`config.mk`:
```
export PLATFORM = sky130hd
export DESIGN_NAME = sorted_key_record_table_top_flat
export DESIGN_NICKNAME = d
export VERILOG_FILES = /design/src/skrt_pkg.sv /design/src/skrt_req_if.sv /design/src/skrt_rsp_if.sv /design/src/sorted_key_record_table_top.sv /design/src/flat_wrapper.sv
export SDC_FILE = /design/constraint.sdc
export NUM_CORES = 2
export LEC_CHECK = 0
export BUFFER_PORTS_ARGS = -buffer_cell sky130_fd_sc_hd__buf_2
export CAP_MARGIN = 40
export CORE_MARGIN = 8
export CORE_UTILIZATION = 40
export CTS_CLUSTER_SIZE = 24
export DETAILED_ROUTE_END_ITERATION = 7
export GPL_ROUTABILITY_DRIVEN = 0
export PLACE_DENSITY_LB_ADDON = 0.05
export RECOVER_POWER = 25
export SLEW_MARGIN = 40
export SYNTH_ARGS = -nofsm -noshare
export SYNTH_HDL_FRONTEND = slang
export SYNTH_SLANG_ARGS = --single-unit
```
`constraint.sdc`:
```
create_clock -name clk -period 14.2 [get_ports clk]
set_input_delay 1.42 -clock clk [delete_from_list [all_inputs] [get_ports clk]]
set_output_delay 1.42 -clock clk [all_outputs]
set_load 0.01 [all_outputs]
```
`src/skrt_pkg.sv`:
```
package skrt_pkg;

  localparam int KEY_W   = 32;
  localparam int SCORE_W = 7;
  localparam int TOTAL_W = 9;
  localparam int POS_W   = 6;
  localparam int COUNT_W = 7;

  typedef enum logic [1:0] {
    KIND_INSERT = 2'd0,
    KIND_DELETE = 2'd1,
    KIND_LOOKUP = 2'd2,
    KIND_MODIFY = 2'd3
  } kind_t;

  typedef enum logic [1:0] {
    ST_DONE      = 2'd0,
    ST_NOT_FOUND = 2'd1,
    ST_DUPLICATE = 2'd2,
    ST_FULL      = 2'd3
  } status_t;

  typedef struct packed {
    logic [SCORE_W-1:0] a;
    logic [SCORE_W-1:0] b;
    logic [SCORE_W-1:0] c;
  } scores_t;

  typedef struct packed {
    logic [KEY_W-1:0] key;
    scores_t          sc;
  } rec_t;

endpackage

```
`src/skrt_req_if.sv`:
```
interface skrt_req_if;
  import skrt_pkg::*;

  logic                 valid;
  logic                 ready;
  kind_t                kind;
  logic [KEY_W-1:0]     key;
  logic [SCORE_W-1:0]   score_a;
  logic [SCORE_W-1:0]   score_b;
  logic [SCORE_W-1:0]   score_c;

  modport source (output valid, kind, key, score_a, score_b, score_c, input ready);
  modport sink   (input valid, kind, key, score_a, score_b, score_c, output ready);
endinterface

```
`src/skrt_rsp_if.sv`:
```
interface skrt_rsp_if;
  import skrt_pkg::*;

  logic                 valid;
  logic                 ready;
  status_t              status;
  logic [POS_W-1:0]     position;
  logic [COUNT_W-1:0]   entry_count;
  logic [SCORE_W-1:0]   out_score_a;
  logic [SCORE_W-1:0]   out_score_b;
  logic [SCORE_W-1:0]   out_score_c;
  logic [TOTAL_W-1:0]   score_total;

  modport source (output valid, status, position, entry_count, out_score_a, out_score_b,
                  out_score_c, score_total, input ready);
  modport sink   (input valid, status, position, entry_count, out_score_a, out_score_b,
                  out_score_c, score_total, output ready);
endinterface

```
`src/sorted_key_record_table_top.sv`:
```
// Channel   Dir  Handshake      Payload
// in_ch     in   valid/ready    kind, key, score_a, score_b, score_c
// out_ch    out  valid/ready    status, position, entry_count, out_score_a..c, score_total
//
// One request at a time. A request scans the table from entry 0 at one memory read per
// cycle and stops at the first key not below its own, or at position count when there is
// none, then moves entries one per cycle from that position through the single read and
// write port (count - position moves for insert, count - 1 - position for delete), then
// registers its result; the next request is taken in the cycle after that.
// Reset (rst_n low, synchronous) empties the table; memory contents are not cleared.
// A result waits in the output register; the next request is taken meanwhile and
// holds in its last cycle until that register frees up.
module sorted_key_record_table_top #(
  parameter int TABLE_DEPTH = 64
) (
  input  logic        clk,
  input  logic        rst_n,
  skrt_req_if.sink    in_ch,
  skrt_rsp_if.source  out_ch
);
  import skrt_pkg::*;

  localparam int AW = (TABLE_DEPTH > 1) ? $clog2(TABLE_DEPTH) : 1;
  localparam int CW = $clog2(TABLE_DEPTH + 1);
  localparam logic [CW-1:0] DEPTH_C = CW'(TABLE_DEPTH);
  localparam logic [CW-1:0] ONE_C   = CW'(1);

  typedef enum logic [2:0] {
    S_IDLE,
    S_SCAN,
    S_DECIDE,
    S_MOVE,
    S_DONE
  } state_t;

  rec_t            mem [TABLE_DEPTH];
  rec_t            rd_data_r;
  logic            rd_en;
  logic [AW-1:0]   rd_addr;
  logic            wr_en;
  logic [AW-1:0]   wr_addr;
  rec_t            wr_data;

  state_t          state_r;
  kind_t           kind_r;
  logic [KEY_W-1:0] key_r;
  scores_t         new_sc_r;
  logic [CW-1:0]   count_r;
  logic [CW-1:0]   scan_idx_r;
  logic            cmp_vld_r;
  logic [AW-1:0]   cmp_idx_r;
  logic            found_r;
  logic [CW-1:0]   pos_r;
  scores_t         hit_sc_r;
  logic [CW-1:0]   mv_left_r;
  logic [AW-1:0]   mv_src_r;
  logic            mv_pend_r;
  logic [AW-1:0]   mv_dst_r;
  status_t         res_status_r;
  logic [CW-1:0]   res_pos_r;
  scores_t         res_sc_r;

  logic            out_valid_r;
  status_t         out_status_r;
  logic [POS_W-1:0] out_pos_r;
  logic [COUNT_W-1:0] out_count_r;
  scores_t         out_sc_r;
  logic [TOTAL_W-1:0] out_total_r;

  logic            scan_issue;
  logic            mv_issue;
  logic            key_eq;
  logic            key_gt;
  logic [CW-1:0]   count_m1;
  logic [CW-1:0]   pos_p1;

  assign scan_issue = (state_r == S_SCAN) && (scan_idx_r < count_r);
  assign mv_issue   = (state_r == S_MOVE) && (mv_left_r != '0);
  assign key_eq     = (rd_data_r.key == key_r);
  assign key_gt     = (rd_data_r.key > key_r);
  assign count_m1   = count_r - ONE_C;
  assign pos_p1     = pos_r + ONE_C;

  always_comb begin
    rd_en   = 1'b0;
    rd_addr = '0;
    wr_en   = 1'b0;
    wr_addr = '0;
    wr_data = rd_data_r;
    if (scan_issue) begin
      rd_en   = 1'b1;
      rd_addr = scan_idx_r[AW-1:0];
    end
    if (mv_issue) begin
      rd_en   = 1'b1;
      rd_addr = mv_src_r;
    end
    if (state_r == S_DECIDE && kind_r == KIND_MODIFY && found_r) begin
      wr_en   = 1'b1;
      wr_addr = pos_r[AW-1:0];
      wr_data = '{key: key_r, sc: new_sc_r};
    end
    if (state_r == S_MOVE) begin
      if (mv_pend_r) begin
        wr_en   = 1'b1;
        wr_addr = mv_dst_r;
        wr_data = rd_data_r;
      end else if (!mv_issue && kind_r == KIND_INSERT) begin
        wr_en   = 1'b1;
        wr_addr = pos_r[AW-1:0];
        wr_data = '{key: key_r, sc: new_sc_r};
      end
    end
  end

  always_ff @(posedge clk) begin
    if (rd_en) begin
      rd_data_r <= mem[rd_addr];
    end
    if (wr_en) begin
      mem[wr_addr] <= wr_data;
    end
  end

  always_ff @(posedge clk) begin
    if (!rst_n) begin
      state_r     <= S_IDLE;
      count_r     <= '0;
      cmp_vld_r   <= 1'b0;
      mv_pend_r   <= 1'b0;
      out_valid_r <= 1'b0;
    end else begin
      if (out_ch.ready) begin
        out_valid_r <= 1'b0;
      end
      unique case (state_r)
        S_IDLE: begin
          if (in_ch.valid) begin
            kind_r     <= in_ch.kind;
            key_r      <= in_ch.key;
            new_sc_r   <= '{a: in_ch.score_a, b: in_ch.score_b, c: in_ch.score_c};
            scan_idx_r <= '0;
            cmp_vld_r  <= 1'b0;
            state_r    <= S_SCAN;
          end
        end
        S_SCAN: begin
          cmp_vld_r <= scan_issue;
          cmp_idx_r <= scan_idx_r[AW-1:0];
          if (scan_issue) begin
            scan_idx_r <= scan_idx_r + ONE_C;
          end
          if (cmp_vld_r && (key_eq || key_gt)) begin
            found_r  <= key_eq;
            pos_r    <= CW'(cmp_idx_r);
            hit_sc_r <= rd_data_r.sc;
            state_r  <= S_DECIDE;
          end else if (!cmp_vld_r && !scan_issue) begin
            found_r <= 1'b0;
            pos_r   <= count_r;
            state_r <= S_DECIDE;
          end
        end
        S_DECIDE: begin
          res_pos_r <= pos_r;
          res_sc_r  <= hit_sc_r;
          mv_pend_r <= 1'b0;
          state_r   <= S_DONE;
          unique case (kind_r)
            KIND_INSERT: begin
              priority if (found_r) begin
                res_status_r <= ST_DUPLICATE;
              end else if (count_r == DEPTH_C) begin
                res_status_r <= ST_FULL;
                res_pos_r    <= '0;
                res_sc_r     <= '0;
              end else begin
                res_status_r <= ST_DONE;
                res_sc_r     <= new_sc_r;
                mv_left_r    <= count_r - pos_r;
                mv_src_r     <= count_m1[AW-1:0];
                state_r      <= S_MOVE;
              end
            end
            KIND_DELETE: begin
              if (found_r) begin
                res_status_r <= ST_DONE;
                mv_left_r    <= count_m1 - pos_r;
                mv_src_r     <= pos_p1[AW-1:0];
                state_r      <= S_MOVE;
              end else begin
                res_status_r <= ST_NOT_FOUND;
                res_pos_r    <= '0;
                res_sc_r     <= '0;
              end
            end
            KIND_LOOKUP, KIND_MODIFY: begin
              if (found_r) begin
                res_status_r <= ST_DONE;
                if (kind_r == KIND_MODIFY) begin
                  res_sc_r <= new_sc_r;
                end
              end else begin
                res_status_r <= ST_NOT_FOUND;
                res_pos_r    <= '0;
                res_sc_r     <= '0;
              end
            end
          endcase
        end
        S_MOVE: begin
          mv_pend_r <= mv_issue;
          if (mv_issue) begin
            mv_left_r <= mv_left_r - ONE_C;
            if (kind_r == KIND_INSERT) begin
              mv_src_r <= mv_src_r - 1'b1;
              mv_dst_r <= mv_src_r + 1'b1;
            end else begin
              mv_src_r <= mv_src_r + 1'b1;
              mv_dst_r <= mv_src_r - 1'b1;
            end
          end else if (!mv_pend_r) begin
            count_r <= (kind_r == KIND_INSERT) ? count_r + ONE_C : count_m1;
            state_r <= S_DONE;
          end
        end
        S_DONE: begin
          if (!out_valid_r || out_ch.ready) begin
            out_valid_r  <= 1'b1;
            out_status_r <= res_status_r;
            out_pos_r    <= POS_W'(res_pos_r);
            out_count_r  <= COUNT_W'(count_r);
            out_sc_r     <= res_sc_r;
            out_total_r  <= TOTAL_W'(res_sc_r.a) + TOTAL_W'(res_sc_r.b)
                            + TOTAL_W'(res_sc_r.c);
            state_r      <= S_IDLE;
          end
        end
        default: begin
          state_r <= S_IDLE;
        end
      endcase
    end
  end

  assign in_ch.ready        = (state_r == S_IDLE);
  assign out_ch.valid       = out_valid_r;
  assign out_ch.status      = out_status_r;
  assign out_ch.position    = out_pos_r;
  assign out_ch.entry_count = out_count_r;
  assign out_ch.out_score_a = out_sc_r.a;
  assign out_ch.out_score_b = out_sc_r.b;
  assign out_ch.out_score_c = out_sc_r.c;
  assign out_ch.score_total = out_total_r;

  a_count_bound: assert property (@(posedge clk) disable iff (!rst_n)
    count_r <= DEPTH_C)
    else $error("entry count beyond table depth");

  a_write_in_range: assert property (@(posedge clk) disable iff (!rst_n)
    wr_en |-> ({1'b0, wr_addr} <= {1'b0, count_r}))
    else $error("memory write beyond the used entries");

  a_result_from_done: assert property (@(posedge clk) disable iff (!rst_n)
    $rose(out_valid_r) |-> $past(state_r == S_DONE))
    else $error("result raised outside the done state");

  a_full_only_when_full: assert property (@(posedge clk) disable iff (!rst_n)
    (out_valid_r && out_status_r == ST_FULL) |-> (out_count_r == COUNT_W'(DEPTH_C)))
    else $error("table full reported with free entries");

endmodule
```
`src/flat_wrapper.sv`:
```
// flat-port wrapper written by rule: the top's interface ports become plain ports
module sorted_key_record_table_top_flat import skrt_pkg::*;
#(
  parameter int TABLE_DEPTH = 64
)
  (clk, rst_n, in_ch_valid, in_ch_kind, in_ch_key, in_ch_score_a, in_ch_score_b, in_ch_score_c, in_ch_ready, out_ch_valid, out_ch_status, out_ch_position, out_ch_entry_count, out_ch_out_score_a, out_ch_out_score_b, out_ch_out_score_c, out_ch_score_total, out_ch_ready);
  skrt_req_if in_ch_i ();
  skrt_rsp_if out_ch_i ();
  input  logic clk;
  input  logic rst_n;
  input wire logic [$bits(in_ch_i.valid)-1:0] in_ch_valid;
  input wire logic [$bits(in_ch_i.kind)-1:0] in_ch_kind;
  input wire logic [$bits(in_ch_i.key)-1:0] in_ch_key;
  input wire logic [$bits(in_ch_i.score_a)-1:0] in_ch_score_a;
  input wire logic [$bits(in_ch_i.score_b)-1:0] in_ch_score_b;
  input wire logic [$bits(in_ch_i.score_c)-1:0] in_ch_score_c;
  output wire logic [$bits(in_ch_i.ready)-1:0] in_ch_ready;
  output wire logic [$bits(out_ch_i.valid)-1:0] out_ch_valid;
  output wire logic [$bits(out_ch_i.status)-1:0] out_ch_status;
  output wire logic [$bits(out_ch_i.position)-1:0] out_ch_position;
  output wire logic [$bits(out_ch_i.entry_count)-1:0] out_ch_entry_count;
  output wire logic [$bits(out_ch_i.out_score_a)-1:0] out_ch_out_score_a;
  output wire logic [$bits(out_ch_i.out_score_b)-1:0] out_ch_out_score_b;
  output wire logic [$bits(out_ch_i.out_score_c)-1:0] out_ch_out_score_c;
  output wire logic [$bits(out_ch_i.score_total)-1:0] out_ch_score_total;
  input wire logic [$bits(out_ch_i.ready)-1:0] out_ch_ready;
  assign in_ch_i.valid = in_ch_valid;
  assign in_ch_i.kind = in_ch_kind;
  assign in_ch_i.key = in_ch_key;
  assign in_ch_i.score_a = in_ch_score_a;
  assign in_ch_i.score_b = in_ch_score_b;
  assign in_ch_i.score_c = in_ch_score_c;
  assign in_ch_ready = in_ch_i.ready;
  assign out_ch_valid = out_ch_i.valid;
  assign out_ch_status = out_ch_i.status;
  assign out_ch_position = out_ch_i.position;
  assign out_ch_entry_count = out_ch_i.entry_count;
  assign out_ch_out_score_a = out_ch_i.out_score_a;
  assign out_ch_out_score_b = out_ch_i.out_score_b;
  assign out_ch_out_score_c = out_ch_i.out_score_c;
  assign out_ch_score_total = out_ch_i.score_total;
  assign out_ch_i.ready = out_ch_ready;
  sorted_key_record_table_top #(.TABLE_DEPTH(TABLE_DEPTH)) u_core (.clk(clk), .rst_n(rst_n), .in_ch(in_ch_i), .out_ch(out_ch_i));
endmodule
```
==> summary.md <==
| Metric | Value |
|---|---|
| Number of H-tree levels | `5` |
| Critical path peak fanout | `between 90 and 100` |
| Xor-xnor portion of the synthesized cell area | `less than 1%` |
| Initial Utilization | `between 40 and 50%` |
| Mapped Cells | `slightly above 9k` |
| Power Density | `171 mW/mm²` |
| Final Max Slew Viols | `about 1.8k` |
| Final hold vios | `0` |
| Pleak | `roughly 0.057 µW` |
| Detailed Place HPWL | `approximately 270000 µm` |
| Post-Syn Nets | `9267` |
| Actual slew at the worst max-slew pin | `about 4200 ps` |
| Core Util, Final | `a little under half` |
| Synth Area in Adders | `less than 1%` |
| Final Net Count | `9510` |
| Initial antenna violation count | `24` |
| Synth area leaders | `edfxtp_1 76%, mux2i_1 5.6%, nand2_1 3.9%, a21oi_1 2.6%, mux2_2 1.8%` |
| Hold Path Class | `reg2reg` |
| TritonCTS clock tree | `done` |
| Compound-Gate Fraction of Synth Area | `under 10%` |
| Synthesis Warnings | `0` |
| Via count | `roughly 85k` |
| Grt peak-use layer | `met2` |
| Simple-gate area share of the yosys netlist | `6.59%` |
| CTS Sinks | `~3.6k` |
| Critical path type | `reg2reg` |
| Post-CTS Setup Bufs | `0` |
| CTS clk-pin slew, worst paths | `approximately 60 ps` |
| First-pass GRT wire length | `around 690000 µm` |
| GRT Total Usage | `25.9%` |
| Crit end category | `flop` |
| Critical Path AT | `about 9100 ps` |
| DRT iter0 DRCs | `between 10k and 15k` |
| Hold Slack | `412 ps` |
| Largest area contributor in the netlist | `edfxtp_1` |
| VDD IR max | `roughly 0.11 mV` |
| Die area | `0.378 mm²` |
| FILL cells | `slightly above 30k` |
| Largest net degree at the start of global routing | `136` |
| Skew-Pair Late Insertion Delay | `about 960 ps` |
| Post-Route WL | `508000 µm` |
| CTS resizes | `0` |
| Combinational family with the most area after synthesis | `multiplexers` |
| Port bufs | `105` |
| Yosys cell types | `77` |
| Most frequent cells in the layout | `3635 x edfxtp_1, 1487 x nand2_1, 799 x mux2i_1` |
| Met2 Use GR | `42.1%` |
| Die height | `615 µm` |
| Final Setup Violations | `0` |
| Failing checks | `max-capacitance violations, max-slew violations` |
| Layout area overhead | `14.1%` |
| Status | `complete, but fails checks` |
| Count of flip-flops with a built-in enable after synthesis | `roughly 3.6k` |
| Clock buffer depth | `4` |
| Share of layout cells above drive strength 1 | `approximately an eighth` |
| Synthesized area | `0.143 mm²` |
| Mean number of vias per cell | `a little under 6` |
| Post-synth top area share | `76.1%` |
| Fmax | `121 MHz` |
| Row count | `between 200 and 250` |
| Max Cap Violations | `33` |
| Ports | `around 110` |
| Mux cell area share after synthesis | `approximately 7.6%` |
| DRC viols | `0` |
| Antenna Nets Post-Route | `0` |
| Post-synthesis async set-or-reset flop share | `0%` |
| Number of synthesized register bits | `between 3k and 4k` |
| Critical path required time | `around 15000 ps` |
| Gr ovfl total | `0` |
| Sequential element share of the synthesized area | `between 70% and 80%` |
| Top_reg_cell synth | `edfxtp_1` |
| Met3 Use GR | `under 10%` |
| Die Width | `around 610 µm` |
| Crit share post-route | `between 50% and 60%` |
| CTS Hold Buffers Added | `0` |
| Worst Clk Skew | `between 50 and 60 ps` |
| Clock buffer count from CTS | `399` |
| Met1 Use GR | `about 37%` |
| Final TNS setup | `0 ps` |
| RSZ-0062 raised after global routing | `false` |
| CP Launch Type | `flop` |
| Drt wl/cell | `35.1 µm` |
| Commonest non-fill, non-tap cell in the layout | `edfxtp_1` |
| Tmin final | `8300 ps` |
| Vias in the first global route | `a little over 80k` |
| Max-slew headroom | `-179%` |
| First-pass DRT Iterations | `6` |
| Core footprint | `0.358 mm²` |
| Syn Area/Cell | `15.7 µm²` |
| Clock root buffer | `clkbuf_16` |
per-layer routing:
layer,part of all wire (%),up-vias
met5,0,-
li1,-,35900
met3,6.3,708
met4,3.1,0
met1,44,45000
met2,47,3461
synth_stat cells (45+ instances only):
| cell | count |
|---|---|
| o41ai_1 | 46 |
| nand2_1 | 1488 |
| o21ai_0 | 62 |
| and2_1 | 64 |
| or4_1 | 79 |
| buf_1 | 45 |
| a21oi_1 | 757 |
| ha_1 | 67 |
| clkbuf_1 | 234 |
| inv_1 | 66 |
| buf_2 | 228 |
| a211oi_1 | 50 |
| nor2_1 | 106 |
| edfxtp_1 | 3635 |
| mux2i_1 | 799 |
| o22ai_1 | 385 |
| mux2_2 | 229 |
| nor4_1 | 281 |
state kept, by name, indices dropped and copies added (netlist names), 2 cells and up:
| signal | count |
|---|---|
| u_core.cmp_idx_r | 6 |
| u_core.count_r | 7 |
| u_core.hit_sc_r | 21 |
| u_core.key_r | 32 |
| u_core.kind_r | 2 |
| u_core.mem | 3392 |
| u_core.mv_dst_r | 6 |
| u_core.mv_left_r | 7 |
| u_core.mv_src_r | 6 |
| u_core.new_sc_r | 21 |
| u_core.out_ch.entry_count | 7 |
| u_core.out_ch.out_score_a | 7 |
| u_core.out_ch.out_score_b | 7 |
| u_core.out_ch.out_score_c | 7 |
| u_core.out_ch.position | 6 |
| u_core.out_ch.score_total | 9 |
| u_core.out_ch.status | 2 |
| u_core.pos_r | 7 |
| u_core.rd_data_r | 53 |
| u_core.res_pos_r | 6 |
| u_core.res_sc_r | 21 |
| u_core.res_status_r | 2 |
| u_core.scan_idx_r | 7 |
| u_core.state_r | 3 |
metrics by stage:
step	cell area, µm²	total power (µW)	setup slack, ps	instances
final	164000	28000	5900	14500
after detailed placement	151000	18100	7660	13700
after global routing	164000	28800	5650	14500
after CTS	164000	28100	7640	14500
after floorplan	143000	16100	9180	9138
after global placement	150000	18000	7260	13700
power breakdown:
part           switching, µW  internal, µW
registers                163         13000
clock network           4310          5710
logic                   3510          1270
critical path, stage by stage (launching register included):
cell,delay [ps]
edfxtp_1,320
clkbuf_1,1090
nor2b_1,220
o21ai_4,210
clkbuf_1,1190
a211oi_4,370
nor2_4,170
buf_4,550
buf_4,780
buf_12,380
buf_16,470
buf_12,510
mux2i_1,160
o22ai_1,250
nor4_1,90
nor4_1,760
mux2_2,300
logic make-up (layout without fill, tap and decap cells):
kind of cell	Yosys count	count (layout)
DFF	3648	3648
and+or+nand+nor	2134	2134
buffers and inverters	628	1187
adders and majority gates	70	70
xor gates and xnor gates	56	56
other	0	5
muxes	1055	1055
AOI/OAI and AO/OA	1547	1547
path summary, 6_finish.rpt:
kind              slack (ps)  cells past startpoint                                from                                  end
setup / recovery        5900                     16  u_core.scan_idx_r[0]$_SDFFCE_PN0P_        u_core.rd_data_r[2]$_DFFE_PP_
hold / removal           410                      0       u_core.res_pos_r[3]$_DFFE_PP_  u_core.out_ch.position[3]$_DFFE_PP_
setup reg to reg        5900                     16  u_core.scan_idx_r[0]$_SDFFCE_PN0P_        u_core.rd_data_r[2]$_DFFE_PP_
hold reg to reg          410                      0       u_core.res_pos_r[3]$_DFFE_PP_  u_core.out_ch.position[3]$_DFFE_PP_
cell type report:
cell class | count | area, µm² | share of cell area (%)
Clock inverter | 215 | 1890 | 1.15
Tap cell | 4773 | 5970 | 3.65
Inverter | 68 | 255 | 0.156
Sequential cell | 3648 | 109000 | 66.9
Multi-Input combinational cell | 4862 | 32000 | 19.5
Timing Repair Buffer | 402 | 3580 | 2.19
Clock buffer | 502 | 10500 | 6.43
Antenna cell | 5 | 12.5 | 0.00765
Power figures use the tool's default switching activity.
